**src/fatcd_pkg.sv**
```systemverilog
// Shared types and constants for the FAT cluster address and chain decoder.
package fatcd_pkg;

  typedef enum logic [1:0] {
    KIND_FAT12 = 2'd0,
    KIND_FAT16 = 2'd1,
    KIND_FAT32 = 2'd2,
    KIND_EXFAT = 2'd3
  } kind_e;

  typedef enum logic [1:0] {
    CMD_LOCATE = 2'd0,
    CMD_SECTOR = 2'd1,
    CMD_DECODE = 2'd2
  } cmd_e;

  typedef enum logic [2:0] {
    REG_SECTOR_BYTES_LOG2   = 3'd0,
    REG_CLUSTER_SECTORS_LOG2 = 3'd1,
    REG_RESERVED_SECTORS    = 3'd2,
    REG_FAT_COPIES          = 3'd3,
    REG_FAT_SIZE_SECTORS    = 3'd4,
    REG_ROOT_ENTRY_COUNT    = 3'd5,
    REG_VOLUME_SECTORS      = 3'd6,
    REG_ROOT_START_CLUSTER  = 3'd7
  } reg_e;

  localparam int unsigned CfgIdxW  = 3;
  localparam int unsigned CfgDataW = 32;

  localparam logic [2:0]  SettleCycles = 3'd6;

  localparam logic [3:0]  SblMin = 4'd9;
  localparam logic [3:0]  SblMax = 4'd12;

  localparam logic [31:0] Fat12Limit = 32'd4085;
  localparam logic [31:0] Fat16Limit = 32'd65525;

  localparam logic [11:0] Fat12Mask = 12'h0fff;
  localparam logic [11:0] Fat12End  = 12'h0ff8;
  localparam logic [11:0] Fat12Bad  = 12'h0ff7;
  localparam logic [15:0] Fat16End  = 16'hfff8;
  localparam logic [15:0] Fat16Bad  = 16'hfff7;
  localparam logic [31:0] Fat32Mask = 32'h0fffffff;
  localparam logic [31:0] Fat32End  = 32'h0ffffff8;
  localparam logic [31:0] Fat32Bad  = 32'h0ffffff7;
  localparam logic [31:0] ExfatEnd  = 32'hfffffff8;
  localparam logic [31:0] ExfatBad  = 32'hfffffff7;

  typedef struct packed {
    logic        settled;
    logic [3:0]  sbl;
    logic [11:0] sector_mask;
    logic [2:0]  csl;
    logic [15:0] reserved;
    kind_e       kind;
    logic [40:0] data_full;
    logic [31:0] total;
    logic [31:0] root_start;
  } geom_t;

endpackage

```
**src/fat_cluster_address_and_chain_decode.sv**
```systemverilog
// Top level of the FAT cluster address and chain decoder.
// An accepted input beat is captured in the input register and its result in the result register.
// Throughput is one beat per cycle while the geometry has settled and the output is not stalled.
// The geometry is derived through a six-stage pipeline from the configuration registers,
// so input is held off after reset and after each configuration write while it settles.
// Reset is asynchronous and active low and restores the documented register defaults.
module fat_cluster_address_and_chain_decode (
  input  logic                            clk_i,
  input  logic                            rst_ni,
  input  logic                            cfg_we_i,
  input  logic [fatcd_pkg::CfgIdxW-1:0]   cfg_idx_i,
  input  logic [fatcd_pkg::CfgDataW-1:0]  cfg_data_i,
  input  logic                            s_axis_tvalid,
  output logic                            s_axis_tready,
  // cluster_in [31:0], sector_in [63:32], fat_word [95:64]
  input  logic [95:0]                     s_axis_tdata,
  // command
  input  logic [1:0]                      s_axis_tuser,
  output logic                            m_axis_tvalid,
  input  logic                            m_axis_tready,
  // cluster_first_sector [31:0], fat_entry_sector [63:32], fat_entry_offset [75:64],
  // cluster_out [107:76], chain_end [108], bad_cluster [109], range_error [110],
  // data_start_sector [142:111], root_start_sector [174:143], cluster_total [206:175]
  output logic [207:0]                    m_axis_tdata,
  // fat_kind
  output logic [1:0]                      m_axis_tuser
);

  fatcd_pkg::geom_t geom;

  fatcd_geometry u_geom (
    .clk_i      (clk_i),
    .rst_ni     (rst_ni),
    .cfg_we_i   (cfg_we_i),
    .cfg_idx_i  (cfg_idx_i),
    .cfg_data_i (cfg_data_i),
    .geom_o     (geom)
  );

  logic        adv;
  logic        s1_valid_q;
  logic [1:0]  cmd_q;
  logic [31:0] cl_q;
  logic [31:0] sec_q;
  logic [31:0] word_q;

  logic [31:0] first_d, fsec_d, cout_d;
  logic [11:0] foff_d;
  logic        end_d, bad_d, rerr_d;

  logic [31:0] first_q, fsec_q, cout_q, data_start_q, root_start_q, total_q;
  logic [11:0] foff_q;
  logic        end_q, bad_q, rerr_q;
  logic [1:0]  kind_q;
  logic        out_valid_q;

  assign adv           = !out_valid_q || m_axis_tready;
  assign s_axis_tready = geom.settled && (adv || !s1_valid_q);

  always_ff @(posedge clk_i or negedge rst_ni) begin
    if (!rst_ni) begin
      s1_valid_q  <= 1'b0;
      out_valid_q <= 1'b0;
    end else begin
      if (adv || !s1_valid_q) begin
        s1_valid_q <= s_axis_tvalid && s_axis_tready;
      end
      if (adv) begin
        out_valid_q <= s1_valid_q;
      end
    end
  end

  always_ff @(posedge clk_i) begin
    if (s_axis_tvalid && s_axis_tready) begin
      cmd_q  <= s_axis_tuser;
      cl_q   <= s_axis_tdata[31:0];
      sec_q  <= s_axis_tdata[63:32];
      word_q <= s_axis_tdata[95:64];
    end
  end

  always_comb begin
    logic [33:0] boff;
    logic [33:0] boff_sec;
    logic [40:0] sec_ext;
    logic [40:0] sec_rel;
    logic [40:0] sec_cl;
    logic [31:0] fat12_raw;
    logic [11:0] v12;
    logic [15:0] v16;
    logic [31:0] v32;

    case (geom.kind)
      fatcd_pkg::KIND_FAT12: boff = {2'b0, cl_q} + {3'b0, cl_q[31:1]};
      fatcd_pkg::KIND_FAT16: boff = {1'b0, cl_q, 1'b0};
      default:               boff = {cl_q, 2'b0};
    endcase
    boff_sec  = boff >> geom.sbl;
    sec_ext   = {9'b0, sec_q};
    sec_rel   = sec_ext - geom.data_full;
    sec_cl    = sec_rel >> geom.csl;
    fat12_raw = cl_q[0] ? (word_q >> 4) : word_q;
    v12       = fat12_raw[11:0] & fatcd_pkg::Fat12Mask;
    v16       = word_q[15:0];
    v32       = word_q & fatcd_pkg::Fat32Mask;

    first_d = 32'd0;
    fsec_d  = 32'd0;
    foff_d  = 12'd0;
    cout_d  = 32'd0;
    end_d   = 1'b0;
    bad_d   = 1'b0;
    rerr_d  = 1'b0;

    if (cmd_q == fatcd_pkg::CMD_LOCATE || cmd_q == fatcd_pkg::CMD_DECODE) begin
      first_d = ((cl_q - 32'd2) << geom.csl) + geom.data_full[31:0];
      fsec_d  = {16'b0, geom.reserved} + boff_sec[31:0];
      foff_d  = boff[11:0] & geom.sector_mask;
      rerr_d  = (cl_q < 32'd2);
    end

    case (fatcd_pkg::cmd_e'(cmd_q))
      fatcd_pkg::CMD_SECTOR: begin
        if (sec_ext < geom.data_full) begin
          rerr_d = 1'b1;
        end else begin
          cout_d = sec_cl[31:0] + 32'd2;
        end
      end
      fatcd_pkg::CMD_DECODE: begin
        case (geom.kind)
          fatcd_pkg::KIND_FAT12: begin
            cout_d = {20'b0, v12};
            end_d  = (v12 >= fatcd_pkg::Fat12End);
            bad_d  = (v12 == fatcd_pkg::Fat12Bad);
          end
          fatcd_pkg::KIND_FAT16: begin
            cout_d = {16'b0, v16};
            end_d  = (v16 >= fatcd_pkg::Fat16End);
            bad_d  = (v16 == fatcd_pkg::Fat16Bad);
          end
          fatcd_pkg::KIND_FAT32: begin
            cout_d = v32;
            end_d  = (v32 >= fatcd_pkg::Fat32End);
            bad_d  = (v32 == fatcd_pkg::Fat32Bad);
          end
          default: begin
            cout_d = word_q;
            end_d  = (word_q >= fatcd_pkg::ExfatEnd);
            bad_d  = (word_q == fatcd_pkg::ExfatBad);
          end
        endcase
      end
      default: ;
    endcase
  end

  always_ff @(posedge clk_i) begin
    if (adv) begin
      first_q      <= first_d;
      fsec_q       <= fsec_d;
      foff_q       <= foff_d;
      cout_q       <= cout_d;
      end_q        <= end_d;
      bad_q        <= bad_d;
      rerr_q       <= rerr_d;
      data_start_q <= geom.data_full[31:0];
      root_start_q <= geom.root_start;
      total_q      <= geom.total;
      kind_q       <= geom.kind;
    end
  end

  assign m_axis_tvalid = out_valid_q;
  assign m_axis_tuser  = kind_q;
  assign m_axis_tdata  = {1'b0, total_q, root_start_q, data_start_q, rerr_q, bad_q, end_q,
                          cout_q, foff_q, fsec_q, first_q};

`ifndef SYNTHESIS
  assert property (@(posedge clk_i) disable iff (!rst_ni)
    s_axis_tready |-> geom.settled)
    else $error("Input accepted while the geometry is still settling.");

  assert property (@(posedge clk_i) disable iff (!rst_ni)
    cfg_we_i |=> !s_axis_tready)
    else $error("Input not held off after a configuration write.");

  assert property (@(posedge clk_i) disable iff (!rst_ni)
    m_axis_tvalid |-> !(m_axis_tdata[108] && m_axis_tdata[109]))
    else $error("End of chain and bad cluster raised together.");

  assert property (@(posedge clk_i) disable iff (!rst_ni)
    $rose(m_axis_tvalid) |-> $past(s1_valid_q))
    else $error("Result beat appeared without an item in the input register.");
`endif

endmodule

```
**src/fatcd_geometry.sv**
```systemverilog
// Configuration registers and the pipelined derivation of the volume geometry.
module fatcd_geometry (
  input  logic                            clk_i,
  input  logic                            rst_ni,
  input  logic                            cfg_we_i,
  input  logic [fatcd_pkg::CfgIdxW-1:0]   cfg_idx_i,
  input  logic [fatcd_pkg::CfgDataW-1:0]  cfg_data_i,
  output fatcd_pkg::geom_t                geom_o
);

  logic [3:0]  sbl_cfg_q;
  logic [2:0]  csl_q;
  logic [15:0] reserved_q;
  logic [7:0]  fat_copies_q;
  logic [31:0] fat_size_q;
  logic [15:0] root_entries_q;
  logic [31:0] volume_q;
  logic [27:0] root_cluster_q;

  logic [3:0]  sbl_eff;
  logic [11:0] mask_eff;
  logic [21:0] root_bytes;
  logic [21:0] root_secs_full;

  logic [39:0] prod_q;
  logic [12:0] root_secs_q;
  logic [3:0]  sbl_q;
  logic [11:0] mask_q;
  logic [40:0] fats_end_q;
  logic [12:0] root_secs2_q;
  logic [40:0] data_full_q;
  logic [40:0] fats_end3_q;
  logic [31:0] total_q;
  logic [31:0] data_secs;
  logic [40:0] vol_ext;
  fatcd_pkg::kind_e kind_q;
  logic [31:0] root_first_q;
  logic [31:0] root_start_q;
  logic [31:0] root_rel;
  logic [2:0]  settle_q;
  logic [2:0]  settle_d;

  always_ff @(posedge clk_i or negedge rst_ni) begin
    if (!rst_ni) begin
      sbl_cfg_q      <= 4'd9;
      csl_q          <= 3'd0;
      reserved_q     <= 16'd1;
      fat_copies_q   <= 8'd2;
      fat_size_q     <= 32'd1;
      root_entries_q <= 16'd512;
      volume_q       <= 32'd0;
      root_cluster_q <= 28'd2;
    end else if (cfg_we_i) begin
      case (fatcd_pkg::reg_e'(cfg_idx_i))
        fatcd_pkg::REG_SECTOR_BYTES_LOG2:    sbl_cfg_q      <= cfg_data_i[3:0];
        fatcd_pkg::REG_CLUSTER_SECTORS_LOG2: csl_q          <= cfg_data_i[2:0];
        fatcd_pkg::REG_RESERVED_SECTORS:     reserved_q     <= cfg_data_i[15:0];
        fatcd_pkg::REG_FAT_COPIES:           fat_copies_q   <= cfg_data_i[7:0];
        fatcd_pkg::REG_FAT_SIZE_SECTORS:     fat_size_q     <= cfg_data_i[31:0];
        fatcd_pkg::REG_ROOT_ENTRY_COUNT:     root_entries_q <= cfg_data_i[15:0];
        fatcd_pkg::REG_VOLUME_SECTORS:       volume_q       <= cfg_data_i[31:0];
        fatcd_pkg::REG_ROOT_START_CLUSTER:   root_cluster_q <= cfg_data_i[27:0];
        default: ;
      endcase
    end
  end

  always_comb begin
    if (sbl_cfg_q < fatcd_pkg::SblMin) begin
      sbl_eff = fatcd_pkg::SblMin;
    end else if (sbl_cfg_q > fatcd_pkg::SblMax) begin
      sbl_eff = fatcd_pkg::SblMax;
    end else begin
      sbl_eff = sbl_cfg_q;
    end
    mask_eff       = 12'hfff >> (fatcd_pkg::SblMax - sbl_eff);
    root_bytes     = {1'b0, root_entries_q, 5'b0} + {10'b0, mask_eff};
    root_secs_full = root_bytes >> sbl_eff;
  end

  assign vol_ext   = {9'b0, volume_q};
  assign data_secs = (vol_ext > data_full_q) ? 32'(vol_ext - data_full_q) : 32'd0;
  assign root_rel  = {4'b0, root_cluster_q} - 32'd2;

  always_ff @(posedge clk_i) begin
    prod_q       <= {32'b0, fat_copies_q} * {8'b0, fat_size_q};
    root_secs_q  <= root_secs_full[12:0];
    sbl_q        <= sbl_eff;
    mask_q       <= mask_eff;
    fats_end_q   <= {25'b0, reserved_q} + {1'b0, prod_q};
    root_secs2_q <= root_secs_q;
    data_full_q  <= fats_end_q + {28'b0, root_secs2_q};
    fats_end3_q  <= fats_end_q;
    total_q      <= data_secs >> csl_q;
    if (total_q == 32'd0) begin
      kind_q <= fatcd_pkg::KIND_EXFAT;
    end else if (total_q < fatcd_pkg::Fat12Limit) begin
      kind_q <= fatcd_pkg::KIND_FAT12;
    end else if (total_q < fatcd_pkg::Fat16Limit) begin
      kind_q <= fatcd_pkg::KIND_FAT16;
    end else begin
      kind_q <= fatcd_pkg::KIND_FAT32;
    end
    root_first_q <= (root_rel << csl_q) + data_full_q[31:0];
    if (kind_q == fatcd_pkg::KIND_FAT12 || kind_q == fatcd_pkg::KIND_FAT16) begin
      root_start_q <= fats_end3_q[31:0];
    end else begin
      root_start_q <= root_first_q;
    end
  end

  always_comb begin
    if (cfg_we_i) begin
      settle_d = fatcd_pkg::SettleCycles;
    end else if (settle_q != 3'd0) begin
      settle_d = settle_q - 3'd1;
    end else begin
      settle_d = settle_q;
    end
  end

  always_ff @(posedge clk_i or negedge rst_ni) begin
    if (!rst_ni) begin
      settle_q <= fatcd_pkg::SettleCycles;
    end else begin
      settle_q <= settle_d;
    end
  end

  assign geom_o.settled     = (settle_q == 3'd0);
  assign geom_o.sbl         = sbl_q;
  assign geom_o.sector_mask = mask_q;
  assign geom_o.csl         = csl_q;
  assign geom_o.reserved    = reserved_q;
  assign geom_o.kind        = kind_q;
  assign geom_o.data_full   = data_full_q;
  assign geom_o.total       = total_q;
  assign geom_o.root_start  = root_start_q;

endmodule

```
**config.mk**
```make
export PLATFORM = sky130hd
export DESIGN_NAME = fat_cluster_address_and_chain_decode
export DESIGN_NICKNAME = d
export VERILOG_FILES = /design/src/fatcd_pkg.sv /design/src/fat_cluster_address_and_chain_decode.sv /design/src/fatcd_geometry.sv
export SDC_FILE = /design/constraint.sdc
export NUM_CORES = 2
export LEC_CHECK = 0
export ABC_AREA = 1
export BUFFER_PORTS_ARGS = -buffer_cell sky130_fd_sc_hd__buf_2
export CAP_MARGIN = 20
export CORE_UTILIZATION = 40
export CTS_CLUSTER_DIAMETER = 40
export DETAILED_ROUTE_END_ITERATION = 10
export PLACE_DENSITY_LB_ADDON = 0.25
export SLEW_MARGIN = 20
export SYNTH_ARGS = -nofsm -noshare
export SYNTH_HDL_FRONTEND = slang
export SYNTH_SLANG_ARGS = --single-unit
```
**constraint.sdc**
```tcl
create_clock -name clk_i -period 16.4 [get_ports clk_i]
set_input_delay 4.92 -clock clk_i [delete_from_list [all_inputs] [get_ports clk_i]]
set_output_delay 4.92 -clock clk_i [all_outputs]
set_load 0.01 [all_outputs]
```
# After elaboration in Yosys (flattened, before gate mapping)
# Cells that the tools add are included.
# word_totals
input_bits,138
reg_bits,745
elab_cells,128
output_inout_bits,212
# classes
mux,18
bitwise,1
n_lt_le_gt_ge,11
addsub,14
n_mul,1
shifts,7
reduce_logical,23
eq_ne,15
# op_table
operator,n
32-bit two-way mux,3
32-bit case mux with 3 select lines,1
34-bit case mux with 2 select lines,1
32-bit adder,2
32-bit case mux with 2 select lines,1
32-bit by 3-bit << shifter with 32-bit output,2
16-bit by 40-bit adder with 41-bit output,1
41-bit by 13-bit adder with 41-bit output,1
32-bit by 41-bit greater-than comparator with 1-bit output,1
32-bit by 41-bit < comparator with 1-bit output,1
41-bit by 3-bit right shift with 32-bit output,1
32-bit by 41-bit subtractor with 41-bit output,1
8-bit by 32-bit multiplier with 40-bit output,1
34-bit by 4-bit right shift with 32-bit output,1
32-bit by 31-bit adder with 33-bit output,1
16-bit by 32-bit adder with 32-bit output,1
32-bit by 2-bit adder with 32-bit output (second input constant),1
32-bit == test (second input constant),1
32-bit greater-or-equal comparator (second input constant),1
32-bit zero test,1
32-bit by 12-bit < comparator with 1-bit output (second input constant),1
32-bit by 16-bit < comparator with 1-bit output (second input constant),1
32-bit by 2-bit < comparator with 1-bit output (second input constant),1
32-bit by 3-bit right shift with 32-bit output,1
other kinds (36),62

# Logic depth before layout (Yosys ltp)
# logic_depth
depth_word,7
mapped_depth,40
mapped_depth_nobuf,40

# Cells and area by module
# A second synthesis with hierarchy kept.
# unflattened
cells_unflattened,7543
hier_area_um2,55380.6
# modules_own_cells
module,area_each_um2,cells_each,n_inst
fatcd_geometry,31370.1,4328,1
fat_cluster_address_and_chain_decode,24010.5,3215,1

# Worst setup path before layout
# No wires, ideal clock.
# synth_timing
kind,input -> output
start,input m_axis_tready
end,output s_axis_tready
path_slack_ns,1.761
path_stages,6
arrival_time_ns,9.719
required_time_ns,11.480
path_cell_list,inv_1 -> nand2_1 -> nor2_1 -> inv_1 -> nand2_1 -> inv_1
# synth_between
elab_chain_cells,3
# synth_rtl
item,line_no,rtl
from (decl),fat_cluster_address_and_chain_decode.sv:20,"input logic m_axis_tready,"
1-bit logical OR,fat_cluster_address_and_chain_decode.sv:57,assign adv = !out_valid_q || m_axis_tready;
net adv,fat_cluster_address_and_chain_decode.sv:40,logic adv;
1-bit logical OR,fat_cluster_address_and_chain_decode.sv:58,assign s_axis_tready = geom.settled && (adv || !s1_valid_q);
1-bit logical AND,fat_cluster_address_and_chain_decode.sv:58,
to (decl),fat_cluster_address_and_chain_decode.sv:14,"output logic s_axis_tready,"
# The timed path passes the listed nets, and every way through them passes these cells.

# Worst setup path in the final report
# Ends and elaborated chain as after synthesis.

==> impl_metrics.json <==
{
  "clk_latency_ns": 0.78,
  "power_mw": 11.8,
  "drive_gt1_share_pct": 10.4,
  "clock_path_buffers": 3,
  "fill_cells": 13533,
  "synth_common_cells": "nand2_1, inv_1, nand3_1, o21ai_0, nor2_1",
  "vias_per_cell": 5.20,
  "fin_crit_ns": 10.92,
  "place.gp.congestion": 1.02,
  "fin_ws_ns": 5.48,
  "synth_largest_area_cell": "edfxtp_1",
  "globalRoute.totalOverflow": 0,
  "tns_ns": 0,
  "rsz0062_at_grt": "no",
  "crit_path_start_kind": "primary input",
  "dp_cells": 9059,
  "vias": 48247,
  "port_buffers": 348,
  "wirelength_um": 186000,
  "reg.largest.list": "u_geom.data_full_q x41, u_geom.fats_end_q x41, u_geom.prod_q x40",
  "cts_resized": 0,
  "drt_first_pass_iters": 8,
  "grt_pass1_vias": 46296,
  "dieArea_sq_um": 136000,
  "irDropWorstVdd_uv": 96.3,
  "postRouteAntennaNets": 0,
  "fin_hold_ws_ns": 0.307,
  "cap_violations": 0,
  "ios": 350,
  "max_slew_margin_pct": 29.8,
  "grt_max_degree": 84,
  "synthTopCellsByArea": "edfxtp_1, nand2_1, dfxtp_1, inv_1, ha_1",
  "tightestPinTransition_ns": 1.05,
  "postCtsHoldBufs": 0,
  "power-per-cell-area_nw_per_um2": 193,
  "slew_violations": 0,
  "fin_worst_skew_ns": 0.0908,
  "nets": 8041,
  "async_flop_share_pct": 19.3,
  "grt_pass1_wl_um": 276000,
  "avgSynthCellArea_sq_um": 7.53,
  "setup_violations": 0,
  "synth_edf_count": 307,
  "crit_arrival_ns": 6.00,
  "htreeDepth": 3,
  "fin_cells": 9273,
  "synth_top_area_share_pct": 17.1,
  "leakage_nw": 30.7,
  "cts_buffers": 109,
  "drtIter0Drc": 3602,
  "area_growth_pct": 13.4,
  "cp-end-kind": "output port",
  "cp_max_fo": 44,
  "die_w_um": 369,
  "crit_type": "primary input to output port",
  "yosysSeqAreaShare_pct": 34.8,
  "grt_usage_pct": 26.8,
  "post_cts_buffers": 0,
  "placed_area_sq_um": 57100,
  "clockRootBuffer": "clkbuf_16",
  "pre_cts_slack_ns": 5.46,
  "cts_sinks": 745,
  "rows": 134,
  "cts_tree": "yes",
  "synthFlopType": "edfxtp_1",
  "synth_warnings": 0,
  "hold_violations": 0,
  "wl_per_cell_um": 20.0,
  "fin_crit_sh_pct": 66.6,
  "antenna_found_initial": 5,
  "path_clk_slew_ns": 0.06,
  "fmax_mhz": 91.6,
  "ys_ff_latch": 745,
  "coreArea_sq_um": 133000,
  "synth.most_common_cell": "nand2_1",
  "cp.required_ns": 11.48,
  "design_area_sq_um": 61100,
  "status": "completed",
  "hold_path_class": "flip-flop to flip-flop",
  "start_util_pct": 40.3,
  "synthCells": 7147,
  "final_util_pct": 45.7,
  "dpl.hpwl_um": 150000,
  "drc": 0,
  "ys_types": 72,
  "fp.dieH_um": 369,
  "synthesis.area_sq_um": 53800
}
-- layout by cell type, fill, tap and decap left out, types with 57 or more instances in the layout --
| master | n |
|---|---|
| mux2i_1 | 57 |
| xnor2_1 | 76 |
| nand3_1 | 564 |
| inv_1 | 1050 |
| nand2_1 | 1944 |
| edfxtp_1 | 307 |
| xor2_1 | 172 |
| ha_1 | 312 |
| buf_2 | 347 |
| a21oi_1 | 374 |
| o21ai_0 | 441 |
| clkbuf_16 | 111 |
| nand4_1 | 75 |
| fa_1 | 189 |
| dfxtp_1 | 293 |
| dfrtp_1 | 132 |
| nor2_1 | 396 |
-- worst max-delay path, stage by stage --
cell     delay, ns
buf_2         0.09
inv_1         0.09
nand2_4       0.31
nor2_1        0.20
inv_1         0.07
nand2_1       0.12
inv_1         0.05
buf_2         0.14
-- power by group --
part	switching [mW]	internal, mW	total (mW)
sequential	0.561	2.61	3.17
clock	0.967	1.48	2.44
combinational	4.14	2.05	6.19
-- logic make-up (layout without fill, tap and decap cells) --
group                      count (synthesis)  count (layout)  share of synthesized area, %
and+or+nand+nor                         3222            3222                          25.6
xor gates and xnor gates                 248             248                          4.04
AOI/OAI and AO/OA                       1053            1053                          10.8
muxes                                     57              57                          1.06
DFF                                      745             745                          34.8
adders and majority gates                501             501                          14.3
buffers and inverters                   1319            1664                          9.35
other                                      2              15                        0.0140
-- metal layers --
metal  track usage, %  share of wire [%]
met1             34.7                 44
met4             11.9                4.5
met3             3.91                5.3
met5                0              0.019
met2             44.3                 47
-- final cells by class --
cell class | instances | area [sq um] | area share, %
diodes | 8 | 20.0 | 0.0328
clock buffers | 132 | 2940 | 4.82
clock inverters | 74 | 957 | 1.57
inverters | 1072 | 4030 | 6.60
multi-input cells | 5088 | 30100 | 49.3
flip-flops and latches | 745 | 18700 | 30.7
well taps | 1768 | 2210 | 3.62
repair buffers | 386 | 2030 | 3.33
-- path summary, 6_finish.rpt --
kind / endpoint / slack (ns) / startpoint / cells past startpoint
worst min register to register: u_geom.root_secs2_q[9] / 0.31 / u_geom.root_secs_q[9] / 0
worst max-delay path: s_axis_tready / 5.48 / m_axis_tready / 8
worst min-delay path: u_geom.root_secs2_q[9] / 0.31 / u_geom.root_secs_q[9] / 0
max in group asynchronous: u_geom.root_cluster_q[21] / 10.63 / rst_ni / 3
min in group asynchronous: u_geom.reserved_q[3] / 4.15 / rst_ni / 1
worst max register to register: fsec_q[30] / 9.76 / cl_q[0] / 34
Power figures use the tool's default switching activity.
